`config.mk`:
```
export PLATFORM = sky130hd
export DESIGN_NAME = edge_detect_3x3_window_core
export DESIGN_NICKNAME = d
export VERILOG_FILES = /design/src/design/edsw_pkg.sv /design/src/design/edsw_extract.sv /design/src/design/edsw_kernel.sv /design/src/design/edsw_isqrt.sv /design/src/design/edge_detect_3x3_window_core.sv
export SDC_FILE = /design/constraint.sdc
export NUM_CORES = 2
export LEC_CHECK = 0
export BUFFER_PORTS_ARGS = -buffer_cell sky130_fd_sc_hd__buf_2
export CAP_MARGIN = 10
export CORE_MARGIN = 8
export CORE_UTILIZATION = 40
export CTS_CLUSTER_SIZE = 20
export DETAILED_ROUTE_END_ITERATION = 10
export HOLD_SLACK_MARGIN = 0.05
export PLACE_DENSITY_LB_ADDON = 0.08
export SKIP_LAST_GASP = 1
export SLEW_MARGIN = 5
export SYNTH_ARGS = -nofsm -noshare
export SYNTH_HDL_FRONTEND = slang
export SYNTH_SLANG_ARGS = --single-unit
```
`constraint.sdc`:
```
create_clock -name clock -period 19.85 [get_ports clock]
set_input_delay 2.9775 -clock clock [delete_from_list [all_inputs] [get_ports clock]]
set_output_delay 2.9775 -clock clock [all_outputs]
set_load 0.1 [all_outputs]
```
`src/design/edsw_pkg.sv`:
```
// ----------------------------------------------------------------------------
// edsw_pkg: shared types and constants for the 3x3 edge detector
// Beat structs passed between pipeline sections, register codes and the
// square-root digit step.
// ----------------------------------------------------------------------------
package edsw_pkg;

   localparam int NUM_TAPS    = 9;
   localparam int PIX_W       = 24;
   localparam int SMP_W       = 8;
   localparam int PADDR_W     = 3;
   localparam int SQRT_STAGES = 4;   // two root bits per stage
   localparam int PIPE_LATENCY = 9;  // start to rsp_strobe, in cycles

   // window taps, row-major, top row first
   localparam int TAP_NW  = 0;
   localparam int TAP_N   = 1;
   localparam int TAP_NE  = 2;
   localparam int TAP_W   = 3;
   localparam int TAP_CTR = 4;
   localparam int TAP_E   = 5;
   localparam int TAP_SW  = 6;
   localparam int TAP_S   = 7;
   localparam int TAP_SE  = 8;

   // channel_select codes
   localparam logic [1:0] CH_GREY  = 2'd0;
   localparam logic [1:0] CH_RED   = 2'd1;
   localparam logic [1:0] CH_GREEN = 2'd2;
   localparam logic [1:0] CH_BLUE  = 2'd3;

   // edge_operator codes
   localparam logic OP_SOBEL   = 1'b0;
   localparam logic OP_LAPLACE = 1'b1;

   // register word index (paddr[2])
   localparam logic REG_CHANNEL_SELECT = 1'b0;
   localparam logic REG_EDGE_OPERATOR  = 1'b1;

   // floor(x/3) for x <= 765 as (x*683) >> 11
   localparam logic [9:0] GREY_RECIP = 10'd683;

   typedef logic [NUM_TAPS-1:0][PIX_W-1:0] window_pix_type;

   typedef struct packed {
      logic                             valid;
      logic                             op;
      logic [NUM_TAPS-1:0][SMP_W-1:0]   smp;
   } window_beat_type;

   typedef struct packed {
      logic        valid;
      logic        op;
      logic        big;     // gradient sum >= 65536, root saturates
      logic [7:0]  lap;     // clamped Laplacian response
      logic [15:0] n;       // radicand bits not yet consumed, msb first
      logic [9:0]  rem;
      logic [7:0]  root;
   } sqrt_beat_type;

   // one restoring digit step of the integer square root
   function automatic sqrt_beat_type sqrt_step(sqrt_beat_type s);
      sqrt_beat_type r;
      logic [11:0]   cur_rem;
      logic [11:0]   trial;
      logic [11:0]   diff;
      r       = s;
      cur_rem = {s.rem, s.n[15:14]};
      trial   = {2'b00, s.root, 2'b01};
      diff    = cur_rem - trial;
      if (cur_rem >= trial) begin
         r.rem  = diff[9:0];
         r.root = {s.root[6:0], 1'b1};
      end else begin
         r.rem  = cur_rem[9:0];
         r.root = {s.root[6:0], 1'b0};
      end
      r.n = {s.n[13:0], 2'b00};
      return r;
   endfunction

endpackage

```
`src/design/edsw_extract.sv`:
```
// ----------------------------------------------------------------------------
// edsw_extract: channel extraction, one lane per window tap
// Reduces each 0xRRGGBB pixel to one 8-bit sample, registered.
// ----------------------------------------------------------------------------
module edsw_extract (
   input  logic                     clock,
   input  logic                     reset,
   input  logic                     in_valid,
   input  logic [1:0]               channel_select,
   input  logic                     edge_operator,
   input  edsw_pkg::window_pix_type pix,
   output edsw_pkg::window_beat_type beat
);

   logic [edsw_pkg::NUM_TAPS-1:0][7:0]  smp_in;
   logic [edsw_pkg::NUM_TAPS-1:0][7:0]  smp_ff;
   logic [edsw_pkg::NUM_TAPS-1:0][9:0]  rgb_sum;
   logic [edsw_pkg::NUM_TAPS-1:0][19:0] grey_prod;
   logic                                valid_ff;
   logic                                op_ff;

   always_comb begin
      for (int i = 0; i < edsw_pkg::NUM_TAPS; i++) begin
         rgb_sum[i]   = {2'b00, pix[i][23:16]} + {2'b00, pix[i][15:8]}
                      + {2'b00, pix[i][7:0]};
         grey_prod[i] = {10'd0, rgb_sum[i]} * {10'd0, edsw_pkg::GREY_RECIP};
         case (channel_select)
            edsw_pkg::CH_RED:   smp_in[i] = pix[i][23:16];
            edsw_pkg::CH_GREEN: smp_in[i] = pix[i][15:8];
            edsw_pkg::CH_BLUE:  smp_in[i] = pix[i][7:0];
            default:            smp_in[i] = grey_prod[i][18:11];
         endcase
      end
   end

   always_ff @(posedge clock) begin
      if (reset) begin
         valid_ff <= 1'b0;
      end else begin
         valid_ff <= in_valid;
      end
   end

   always_ff @(posedge clock) begin
      smp_ff <= smp_in;
      op_ff  <= edge_operator;
   end

   assign beat.valid = valid_ff;
   assign beat.op    = op_ff;
   assign beat.smp   = smp_ff;

endmodule

```
`src/design/edsw_kernel.sv`:
```
// ----------------------------------------------------------------------------
// edsw_kernel: Sobel gradients, squares and Laplacian
// Three stages: kernel sums, squares and clamp, gradient energy sum.
// ----------------------------------------------------------------------------
module edsw_kernel (
   input  logic                      clock,
   input  logic                      reset,
   input  edsw_pkg::window_beat_type in_beat,
   output edsw_pkg::sqrt_beat_type   out_beat
);

   // stage A: kernel sums
   logic signed [10:0] gx_in, gx_ff;
   logic signed [10:0] gy_in, gy_ff;
   logic signed [11:0] lap_in, lap_ff;
   logic [9:0]         gx_pos, gx_neg, gy_pos, gy_neg;
   logic [10:0]        nb_sum;
   logic               a_valid_ff, a_op_ff;

   // stage B: squares, Laplacian clamp
   logic signed [21:0] sqx_full, sqy_full;
   logic [19:0]        sqx_ff, sqy_ff;
   logic [7:0]         lapc_in, lapc_ff;
   logic               b_valid_ff, b_op_ff;

   // stage C: energy sum
   logic [20:0]        energy;
   logic [15:0]        n_ff;
   logic               big_ff;
   logic [7:0]         lapc_c_ff;
   logic               c_valid_ff, c_op_ff;

   always_comb begin
      gx_pos = {2'b00, in_beat.smp[edsw_pkg::TAP_NE]} + {1'b0, in_beat.smp[edsw_pkg::TAP_E], 1'b0}
             + {2'b00, in_beat.smp[edsw_pkg::TAP_SE]};
      gx_neg = {2'b00, in_beat.smp[edsw_pkg::TAP_NW]} + {1'b0, in_beat.smp[edsw_pkg::TAP_W], 1'b0}
             + {2'b00, in_beat.smp[edsw_pkg::TAP_SW]};
      gy_pos = {2'b00, in_beat.smp[edsw_pkg::TAP_SW]} + {1'b0, in_beat.smp[edsw_pkg::TAP_S], 1'b0}
             + {2'b00, in_beat.smp[edsw_pkg::TAP_SE]};
      gy_neg = {2'b00, in_beat.smp[edsw_pkg::TAP_NW]} + {1'b0, in_beat.smp[edsw_pkg::TAP_N], 1'b0}
             + {2'b00, in_beat.smp[edsw_pkg::TAP_NE]};
      gx_in  = $signed({1'b0, gx_pos}) - $signed({1'b0, gx_neg});
      gy_in  = $signed({1'b0, gy_pos}) - $signed({1'b0, gy_neg});
      nb_sum = 11'd0;
      for (int i = 0; i < edsw_pkg::NUM_TAPS; i++) begin
         if (i != edsw_pkg::TAP_CTR) begin
            nb_sum = nb_sum + {3'b000, in_beat.smp[i]};
         end
      end
      lap_in = $signed({1'b0, nb_sum})
             - $signed({1'b0, in_beat.smp[edsw_pkg::TAP_CTR], 3'b000});
   end

   // squares fit in 20 bits (|g| <= 1020)
   assign sqx_full = 22'(gx_ff) * 22'(gx_ff);
   assign sqy_full = 22'(gy_ff) * 22'(gy_ff);

   always_comb begin
      if (lap_ff < 0) begin
         lapc_in = 8'd0;
      end else if (lap_ff > 12'sd255) begin
         lapc_in = 8'd255;
      end else begin
         lapc_in = lap_ff[7:0];
      end
   end

   assign energy = {1'b0, sqx_ff} + {1'b0, sqy_ff};

   always_ff @(posedge clock) begin
      if (reset) begin
         a_valid_ff <= 1'b0;
         b_valid_ff <= 1'b0;
         c_valid_ff <= 1'b0;
      end else begin
         a_valid_ff <= in_beat.valid;
         b_valid_ff <= a_valid_ff;
         c_valid_ff <= b_valid_ff;
      end
   end

   always_ff @(posedge clock) begin
      gx_ff     <= gx_in;
      gy_ff     <= gy_in;
      lap_ff    <= lap_in;
      a_op_ff   <= in_beat.op;
      sqx_ff    <= sqx_full[19:0];
      sqy_ff    <= sqy_full[19:0];
      lapc_ff   <= lapc_in;
      b_op_ff   <= a_op_ff;
      n_ff      <= energy[15:0];
      big_ff    <= |energy[20:16];
      lapc_c_ff <= lapc_ff;
      c_op_ff   <= b_op_ff;
   end

   assign out_beat.valid = c_valid_ff;
   assign out_beat.op    = c_op_ff;
   assign out_beat.big   = big_ff;
   assign out_beat.lap   = lapc_c_ff;
   assign out_beat.n     = n_ff;
   assign out_beat.rem   = 10'd0;
   assign out_beat.root  = 8'd0;

endmodule

```
`src/design/edsw_isqrt.sv`:
```
// ----------------------------------------------------------------------------
// edsw_isqrt: pipelined integer square root of a 16-bit radicand
// Restoring digit recurrence, two root bits per register stage.
// ----------------------------------------------------------------------------
module edsw_isqrt (
   input  logic                    clock,
   input  logic                    reset,
   input  edsw_pkg::sqrt_beat_type in_beat,
   output edsw_pkg::sqrt_beat_type out_beat
);

   edsw_pkg::sqrt_beat_type stage_in [edsw_pkg::SQRT_STAGES];
   edsw_pkg::sqrt_beat_type stage_ff [edsw_pkg::SQRT_STAGES];

   for (genvar k = 0; k < edsw_pkg::SQRT_STAGES; k++) begin : g_stage
      if (k == 0) begin : g_first
         always_comb begin
            stage_in[k] = edsw_pkg::sqrt_step(edsw_pkg::sqrt_step(in_beat));
         end
      end else begin : g_next
         always_comb begin
            stage_in[k] = edsw_pkg::sqrt_step(edsw_pkg::sqrt_step(stage_ff[k-1]));
         end
      end

      always_ff @(posedge clock) begin
         if (reset) begin
            stage_ff[k].valid <= 1'b0;
         end else begin
            stage_ff[k].valid <= stage_in[k].valid;
         end
      end

      always_ff @(posedge clock) begin
         stage_ff[k].op   <= stage_in[k].op;
         stage_ff[k].big  <= stage_in[k].big;
         stage_ff[k].lap  <= stage_in[k].lap;
         stage_ff[k].n    <= stage_in[k].n;
         stage_ff[k].rem  <= stage_in[k].rem;
         stage_ff[k].root <= stage_in[k].root;
      end
   end

   assign out_beat = stage_ff[edsw_pkg::SQRT_STAGES-1];

endmodule

```
`src/design/edge_detect_3x3_window_core.sv`:
```
// ----------------------------------------------------------------------------
// edge_detect_3x3_window_core: 3x3 Sobel / Laplacian edge detector
// Reduces an RGB window to one channel and returns a clamped edge value.
// ----------------------------------------------------------------------------
// A window beat is taken on every cycle that start is high; busy never rises,
// so one window per clock is sustained indefinitely. Each beat comes back on
// rsp_edge_value with rsp_strobe high for one cycle, in order; the pipeline is
// fixed-latency and the result cannot be held off, so capture it on the strobe.
// The pipeline registers are channel extraction, kernel sums, gradient squares,
// energy sum, a 4-stage square root at two root bits per stage, and the output
// register. channel_select and edge_operator should only be written while no
// window is in flight.
// ----------------------------------------------------------------------------
module edge_detect_3x3_window_core (
   input  logic                          clock,
   input  logic                          reset,
   // window channel
   input  logic                          start,
   output logic                          busy,
   input  logic [23:0]                   req_pix_nw,
   input  logic [23:0]                   req_pix_n,
   input  logic [23:0]                   req_pix_ne,
   input  logic [23:0]                   req_pix_w,
   input  logic [23:0]                   req_pix_ctr,
   input  logic [23:0]                   req_pix_e,
   input  logic [23:0]                   req_pix_sw,
   input  logic [23:0]                   req_pix_s,
   input  logic [23:0]                   req_pix_se,
   // result channel
   output logic                          rsp_strobe,
   output logic [7:0]                    rsp_edge_value,
   // register port
   input  logic                          psel,
   input  logic                          penable,
   input  logic                          pwrite,
   input  logic [edsw_pkg::PADDR_W-1:0]  paddr,
   input  logic [31:0]                   pwdata,
   output logic [31:0]                   prdata,
   output logic                          pready
);

   // ---------------------------------------------------------------- CSRs
   logic [1:0] channel_select_ff;
   logic       edge_operator_ff;
   logic       csr_write;

   assign pready    = 1'b1;
   assign csr_write = psel & penable & pwrite & pready;

   // word index is paddr[2]; byte offset bits are don't-care
   always_ff @(posedge clock) begin
      if (reset) begin
         channel_select_ff <= edsw_pkg::CH_GREY;
         edge_operator_ff  <= edsw_pkg::OP_SOBEL;
      end else if (csr_write) begin
         case (paddr[2])
            edsw_pkg::REG_CHANNEL_SELECT: channel_select_ff <= pwdata[1:0];
            edsw_pkg::REG_EDGE_OPERATOR:  edge_operator_ff  <= pwdata[0];
            default: ;
         endcase
      end
   end

   always_comb begin
      case (paddr[2])
         edsw_pkg::REG_CHANNEL_SELECT: prdata = {30'd0, channel_select_ff};
         edsw_pkg::REG_EDGE_OPERATOR:  prdata = {31'd0, edge_operator_ff};
         default:                      prdata = 32'd0;
      endcase
   end

   // ---------------------------------------------------------- datapath
   // no back-pressure anywhere: a beat enters every cycle start is high
   assign busy = 1'b0;

   logic                      req_accept;
   edsw_pkg::window_pix_type  pix_bus;
   edsw_pkg::window_beat_type win_beat;
   edsw_pkg::sqrt_beat_type   kern_beat;
   edsw_pkg::sqrt_beat_type   root_beat;

   assign req_accept = start & ~busy;

   assign pix_bus[edsw_pkg::TAP_NW]  = req_pix_nw;
   assign pix_bus[edsw_pkg::TAP_N]   = req_pix_n;
   assign pix_bus[edsw_pkg::TAP_NE]  = req_pix_ne;
   assign pix_bus[edsw_pkg::TAP_W]   = req_pix_w;
   assign pix_bus[edsw_pkg::TAP_CTR] = req_pix_ctr;
   assign pix_bus[edsw_pkg::TAP_E]   = req_pix_e;
   assign pix_bus[edsw_pkg::TAP_SW]  = req_pix_sw;
   assign pix_bus[edsw_pkg::TAP_S]   = req_pix_s;
   assign pix_bus[edsw_pkg::TAP_SE]  = req_pix_se;

   // stage 1: per-tap channel sample
   edsw_extract u_extract (
      .clock          (clock),
      .reset          (reset),
      .in_valid       (req_accept),
      .channel_select (channel_select_ff),
      .edge_operator  (edge_operator_ff),
      .pix            (pix_bus),
      .beat           (win_beat)
   );

   // stages 2-4: gradients, squares, energy; Laplacian rides alongside
   edsw_kernel u_kernel (
      .clock    (clock),
      .reset    (reset),
      .in_beat  (win_beat),
      .out_beat (kern_beat)
   );

   // stages 5-8: square root of the energy's low 16 bits
   edsw_isqrt u_isqrt (
      .clock    (clock),
      .reset    (reset),
      .in_beat  (kern_beat),
      .out_beat (root_beat)
   );

   // stage 9: operator select and Sobel saturation
   logic       rsp_strobe_ff;
   logic [7:0] edge_in, edge_ff;

   always_comb begin
      if (root_beat.op == edsw_pkg::OP_LAPLACE) begin
         edge_in = root_beat.lap;
      end else if (root_beat.big) begin
         edge_in = 8'd255;   // energy >= 65536 means root >= 256
      end else begin
         edge_in = root_beat.root;
      end
   end

   always_ff @(posedge clock) begin
      if (reset) begin
         rsp_strobe_ff <= 1'b0;
      end else begin
         rsp_strobe_ff <= root_beat.valid;
      end
   end

   always_ff @(posedge clock) begin
      edge_ff <= edge_in;
   end

   assign rsp_strobe     = rsp_strobe_ff;
   assign rsp_edge_value = edge_ff;

   // ---------------------------------------------------------- checks
   // every accepted window produces exactly one beat, a fixed latency later
   a_beat_out: assert property (@(posedge clock) disable iff (reset)
      req_accept |-> ##(edsw_pkg::PIPE_LATENCY) rsp_strobe)
      else $error("accepted window produced no result beat");

   a_no_phantom: assert property (@(posedge clock) disable iff (reset)
      rsp_strobe |-> $past(req_accept, edsw_pkg::PIPE_LATENCY))
      else $error("result beat without an accepted window");

   // a pure Sobel beat below saturation must leave a remainder of at most twice its root
   a_root_range: assert property (@(posedge clock) disable iff (reset)
      (root_beat.valid && root_beat.op == edsw_pkg::OP_SOBEL && !root_beat.big)
      |-> ({1'b0, root_beat.rem} <= {root_beat.root, 1'b0}))
      else $error("square root remainder out of range");

endmodule

```
-- After elaboration in Yosys (flattened, before gate mapping)
Memories as Yosys holds them, arrays and structs flattened.
Cells that the tools add are included.
- register bits: 199
- latch bits: 0
- output and inout port bits: 43
- bits of input ports: 257
- memory bits (writable): 164
- memories kept: 1
- bits in read-only memories: 0
- add/subtract/negate cells: 45
- mux-type cells: 28
- div/mod/pow operators: 0
- shift-type cells: 0
- bitwise logic cells: 7
- $lt $le $gt $ge: 10
- equality and inequality tests: 3
- reductions and logical operators: 3
- multiply operators: 11
- memory list (memory ; words ; width ; read ports ; clocked after memory_dff ; wr ports ; line ; source):
    u_isqrt.stage_ff ; 4 ; 41 ; 4 ; 0 ; 4 ; edsw_isqrt.sv:13 ; edsw_pkg::sqrt_beat_type stage_ff [edsw_pkg::SQRT_STAGES];
- operator list (kind ; number):
    $pmux W8 S3 ; 9
    $mul A10 B10 Y19 const B ; 9
    $mux W18 ; 8
    $add A10 B8 Y10 ; 13
    $add A8 B8 Y9 ; 10
    $ge A12 B10 Y1 ; 7
    $sub A10 B10 Y10 ; 7
    $add A11 B8 Y11 ; 6
    $pmux W32 S2 ; 1
    $add A8 B9 Y10 ; 4
    $mul A11 B11 Y20 ; 2
    $mux W8 ; 3
    $sub A10 B10 Y11 ; 2
    $add A20 B20 Y21 ; 1
    $gt A12 B9 Y1 const B ; 1
    $lt A12 B1 Y1 const B ; 1
    $sub A11 B11 Y12 ; 1
    $mux W1 ; 7
    $reduce_or A5 Y1 ; 1
    $eq A2 B2 Y1 const B ; 2
    $or A1 B1 Y1 ; 4
    $reduce_and A2 Y1 ; 2
    $sub A2 B1 Y3 const B ; 1
    $and A1 B1 Y1 ; 2
    other kinds (3) ; 3

-- Logic depth before layout (Yosys ltp)
- depth in word-level cells: 8
- mapped depth: 34

-- By module
Synthesis repeated with hierarchy kept, for this count alone.
- cell total of the unflattened synthesis: 4562
- area, all modules: 44905.6 µm²
- by module, submodules not included (module ; cells an instance ; area each (µm²) ; instances ; seq. area each (µm²)):
    edsw_extract ; 2179 ; 21846.0 ; 1 ; 1481.4
    edsw_kernel ; 1469 ; 14781.7 ; 1 ; 2222.1
    edsw_isqrt ; 829 ; 7572.3 ; 1 ; 2802.7
    edge_detect_3x3_window_core ; 85 ; 705.7 ; 1 ; 240.2

-- Least setup slack after synthesis
No wires, ideal clock.
- path type: input -> register
- start: input req_pix_n[8]
- end: register u_extract.smp_ff (netlist bit u_extract.beat[15])
- setup slack: 10.073 ns
- stages on the path: 31
- arrival: 9.642 ns
- required time: 19.715 ns
- path through: ha_1 inv_1 fa_1 inv_1 ha_1 a211oi_1 nor2_1 o31a_1 o21ai_0 nand2b_1 xnor2_1 inv_1 ha_1 ha_1 inv_1 fa_1 inv_1 fa_1 inv_1 fa_1 inv_1 ha_1 a21oi_1 o21ai_0 nor2b_1 a221o_1 o41ai_2 o21ai_1 a21oi_1 xnor2_1 mux4_2
- RTL lines (element ; line ; source):
    start, declared ; edge_detect_3x3_window_core.sv:21 ; input logic [23:0] req_pix_n,
    end signal, assigned ; edsw_extract.sv:45 ; smp_ff <= smp_in;
    end, declared ; edsw_extract.sv:16 ; logic [edsw_pkg::NUM_TAPS-1:0][7:0] smp_ff;

==> flow_summary.toml <==
[global_routing]
antenna_found_initial = 6
grt_max_degree = 48
grt_overflow = 0
grt_usage = 0.169
grt_pass1_vias = 31100
grt_pass1_wl_microns = 162000

[drt]
dr_total_vias = 29100
wl_per_cell_microns = 16.3
met2WireLength_microns = 47700
drcViolationCount = 0
wl_microns = 98700
maxUsedRoutingLayer = "met4"
ant_nets = 0
drt_iter0_drc = 1051
wl_met1_microns = 45500
wl_met3_microns = 2490
avgViaCountPerCell = 4.82
dr.pass1.iters = 6

[critical_path]
critical-path-slowest-cell = "mux4_2"
crit_top_cell = "inv_1"
crit_family = "adder cells"
end_kind = "register"
cp_num_buf_inv = 8
path_class = "input pin to register"
critPathLaunchType = "input pin"
cp.required_ns = 20.26
critical_path.max_stage_delay_ns = 0.52
cp.arrival_ns = 10.81
worstPathMaxFanout = 4

[synthesis]
syn-cell-area_sq_mm = 0.0431
syn_area_per_cell_sq_um = 9.81
syn_inst = 4391
synthDistinctLibCells = 79
synthArstFlopShare = 0
synth_edf_count = 0
ys_ff_latch = 312
ys_warn_count = 0
ys_dominant_reg_cell = "dfxtp_1"
ys_seq_area_frac = 0.145

[timing]
max_freq_mhz = 96.1
clock-skew-final_ns = 0.0172
layout_min_cycle_time_ns = 10.40
slew_headroom = 0.257
hold_violations = 0
worst_pin_slew_ns = 1.11
drv_slew = 0
setup_viol = 0
tns_ns = 0
rsz0062_at_grt = "false"
period_share = 0.524

[placed_design]
dp_hpwl_microns = 88000
port_buffers = 235
place_congestion = 0.850

[die]
rows = 120
core_sq_mm = 0.107
die_y_microns = 344
dieArea_sq_mm = 0.118
start_util = 0.403
die_w_microns = 344
io_pins = 300

[cts]
h-tree-depth = 2
cts_tree = "built"
cts_root_buffer = "clkbuf_16"
cts-hold-fix-buffers = 0
cts.path.max_buffers = 3
clk_latency_ns = 0.56
cts.sinks = 312
cts_buffers = 37
post_cts_buffers = 0
path_clk_slew_ns = 0.06
cts.repair.resized = 0

[cells_and_area]
final_common_cell = "ha_1"
nets = 6204
layout_common_cells = "851 x ha_1, 830 x inv_1, 485 x fa_1"
fillers = 10700
area_growth_pct = 9.13
drive_gt1_frac = 0.0886

[outcome]
status = "finished clean"

[worst_hold_path]
hp-class = "register to register"

[flow_run]
drv_cap = 0
==> worst register-to-register path: stages (launching register included) <==
cell	delay, ns
dfxtp_1	0.44
inv_1	0.19
fa_1	0.50
inv_1	0.07
a21oi_1	0.07
o21ai_0	0.30
xor2_1	0.13
fa_1	0.49
inv_1	0.05
fa_1	0.50
fa_1	0.51
fa_1	0.52
inv_1	0.04
ha_1	0.31
inv_1	0.08
nor2_1	0.05
nor2_1	0.17
xnor2_1	0.16
ha_1	0.29
a21o_1	0.20
a21oi_1	0.24
o21bai_1	0.12
a21oi_1	0.23
o21bai_1	0.09
a21oi_1	0.30
==> flip-flops by register name (all words and copies together), names as in the netlist <==
register and flops:
u_isqrt.stage_ff 115, edge_operator_ff 1, u_kernel.a_op_ff 1, u_kernel.gy_ff 11, rsp_strobe 1, u_kernel.sqy_ff 19, u_kernel.b_valid_ff 1, u_kernel.lapc_c_ff 8
u_extract.valid_ff 1, u_kernel.c_op_ff 1, u_kernel.gx_ff 11, u_kernel.big_ff 1, u_kernel.sqx_ff 19, u_kernel.b_op_ff 1, u_kernel.a_valid_ff 1, u_extract.op_ff 1
u_extract.beat 72, channel_select_ff 2, u_kernel.c_valid_ff 1, rsp_edge_value 8, u_kernel.lap_ff 12, u_kernel.lapc_ff 8, u_kernel.n_ff 16
==> cell type report <==
cell class | count | area [sq um] | share of cell area
clock buffer | 46 | 1000 | 0.0213
antenna | 3 | 7.51 | 0.000160
clock inverter | 21 | 309 | 0.00657
tap | 1403 | 1760 | 0.0373
multi-input combinational | 3192 | 33400 | 0.710
sequential | 312 | 6250 | 0.133
timing repair buffer | 237 | 1190 | 0.0253
inverter | 831 | 3120 | 0.0664
==> stage by stage <==
stage | hold slack [ns] | cell area, sq um | instances | util | worst slack (ns)
detailed placement | 0.312 | 45700 | 5975 | 0.427 | 8.85
global placement | 0.311 | 45700 | 5975 | 0.427 | 8.85
global route | 0.323 | 47000 | 6042 | 0.440 | 8.92
CTS | 0.319 | 47000 | 6042 | 0.440 | 9.44
floorplan | 0.310 | 43200 | 4421 | - | 10.07
finish | 0.313 | 47000 | 6045 | 0.440 | 9.45
==> final timing paths <==
kind	cells past startpoint	from	slack, ns	end
hold reg to reg	0	u_kernel.lapc_c_ff[7]	0.31	u_isqrt.stage_ff[0][37]
setup / recovery	34	req_pix_sw[16]	9.45	u_extract.beat[55]
hold / removal	0	u_kernel.lapc_c_ff[7]	0.31	u_isqrt.stage_ff[0][37]
setup reg to reg	24	u_extract.beat[1]	13.69	u_kernel.lap_ff[11]
==> metal layers <==
metal  GRT usage  vias up
li1            -    14900
met1       0.221    13800
met2       0.296      286
met3      0.0167      122
met4      0.0485        0
met5           0        -
==> cells in the mapped netlist, types with 9 or more instances <==
master	instances	area [sq um]
a21oi_1	174	871
nor2_1	224	841
o41ai_2	9	146
o21ai_0	92	460
nand2_1	145	544
xnor2_1	279	2440
a21boi_0	10	75.1
nor2b_1	53	332
inv_1	830	3120
and2_1	94	588
and3_1	14	87.6
or3_1	14	87.6
a21o_1	77	578
nand3_1	41	205
o41a_1	10	113
fa_1	485	9710
a211oi_1	19	143
or2_2	12	75.1
mux4_2	70	1580
o21bai_1	36	270
o211ai_1	19	143
buf_4	33	248
ha_1	851	10600
o21a_1	45	338
nand4_1	19	119
nand2b_1	52	325
nor3_1	61	305
dfxtp_1	312	6250
xor2_1	94	823
o31ai_1	10	75.1
a31oi_1	10	62.6
mux2i_1	18	180
clkbuf_1	47	176
==> kinds of logic after synthesis <==
logic type | Yosys count | share of synthesized area
AND/OR/NAND/NOR | 765 | 0.0887
multiplexers | 95 | 0.0426
adder cells (fa/ha/maj) | 1336 | 0.473
flip-flops | 312 | 0.145
other | 2 | 0.000174
AO/OA/AOI/OAI | 591 | 0.0921
XOR/XNOR | 373 | 0.0758
buffers and inverters | 917 | 0.0828
Power is left out: the tool's default activity adds up to more than one toggle a clock period on the data nets, which glitch-free logic cannot reach.
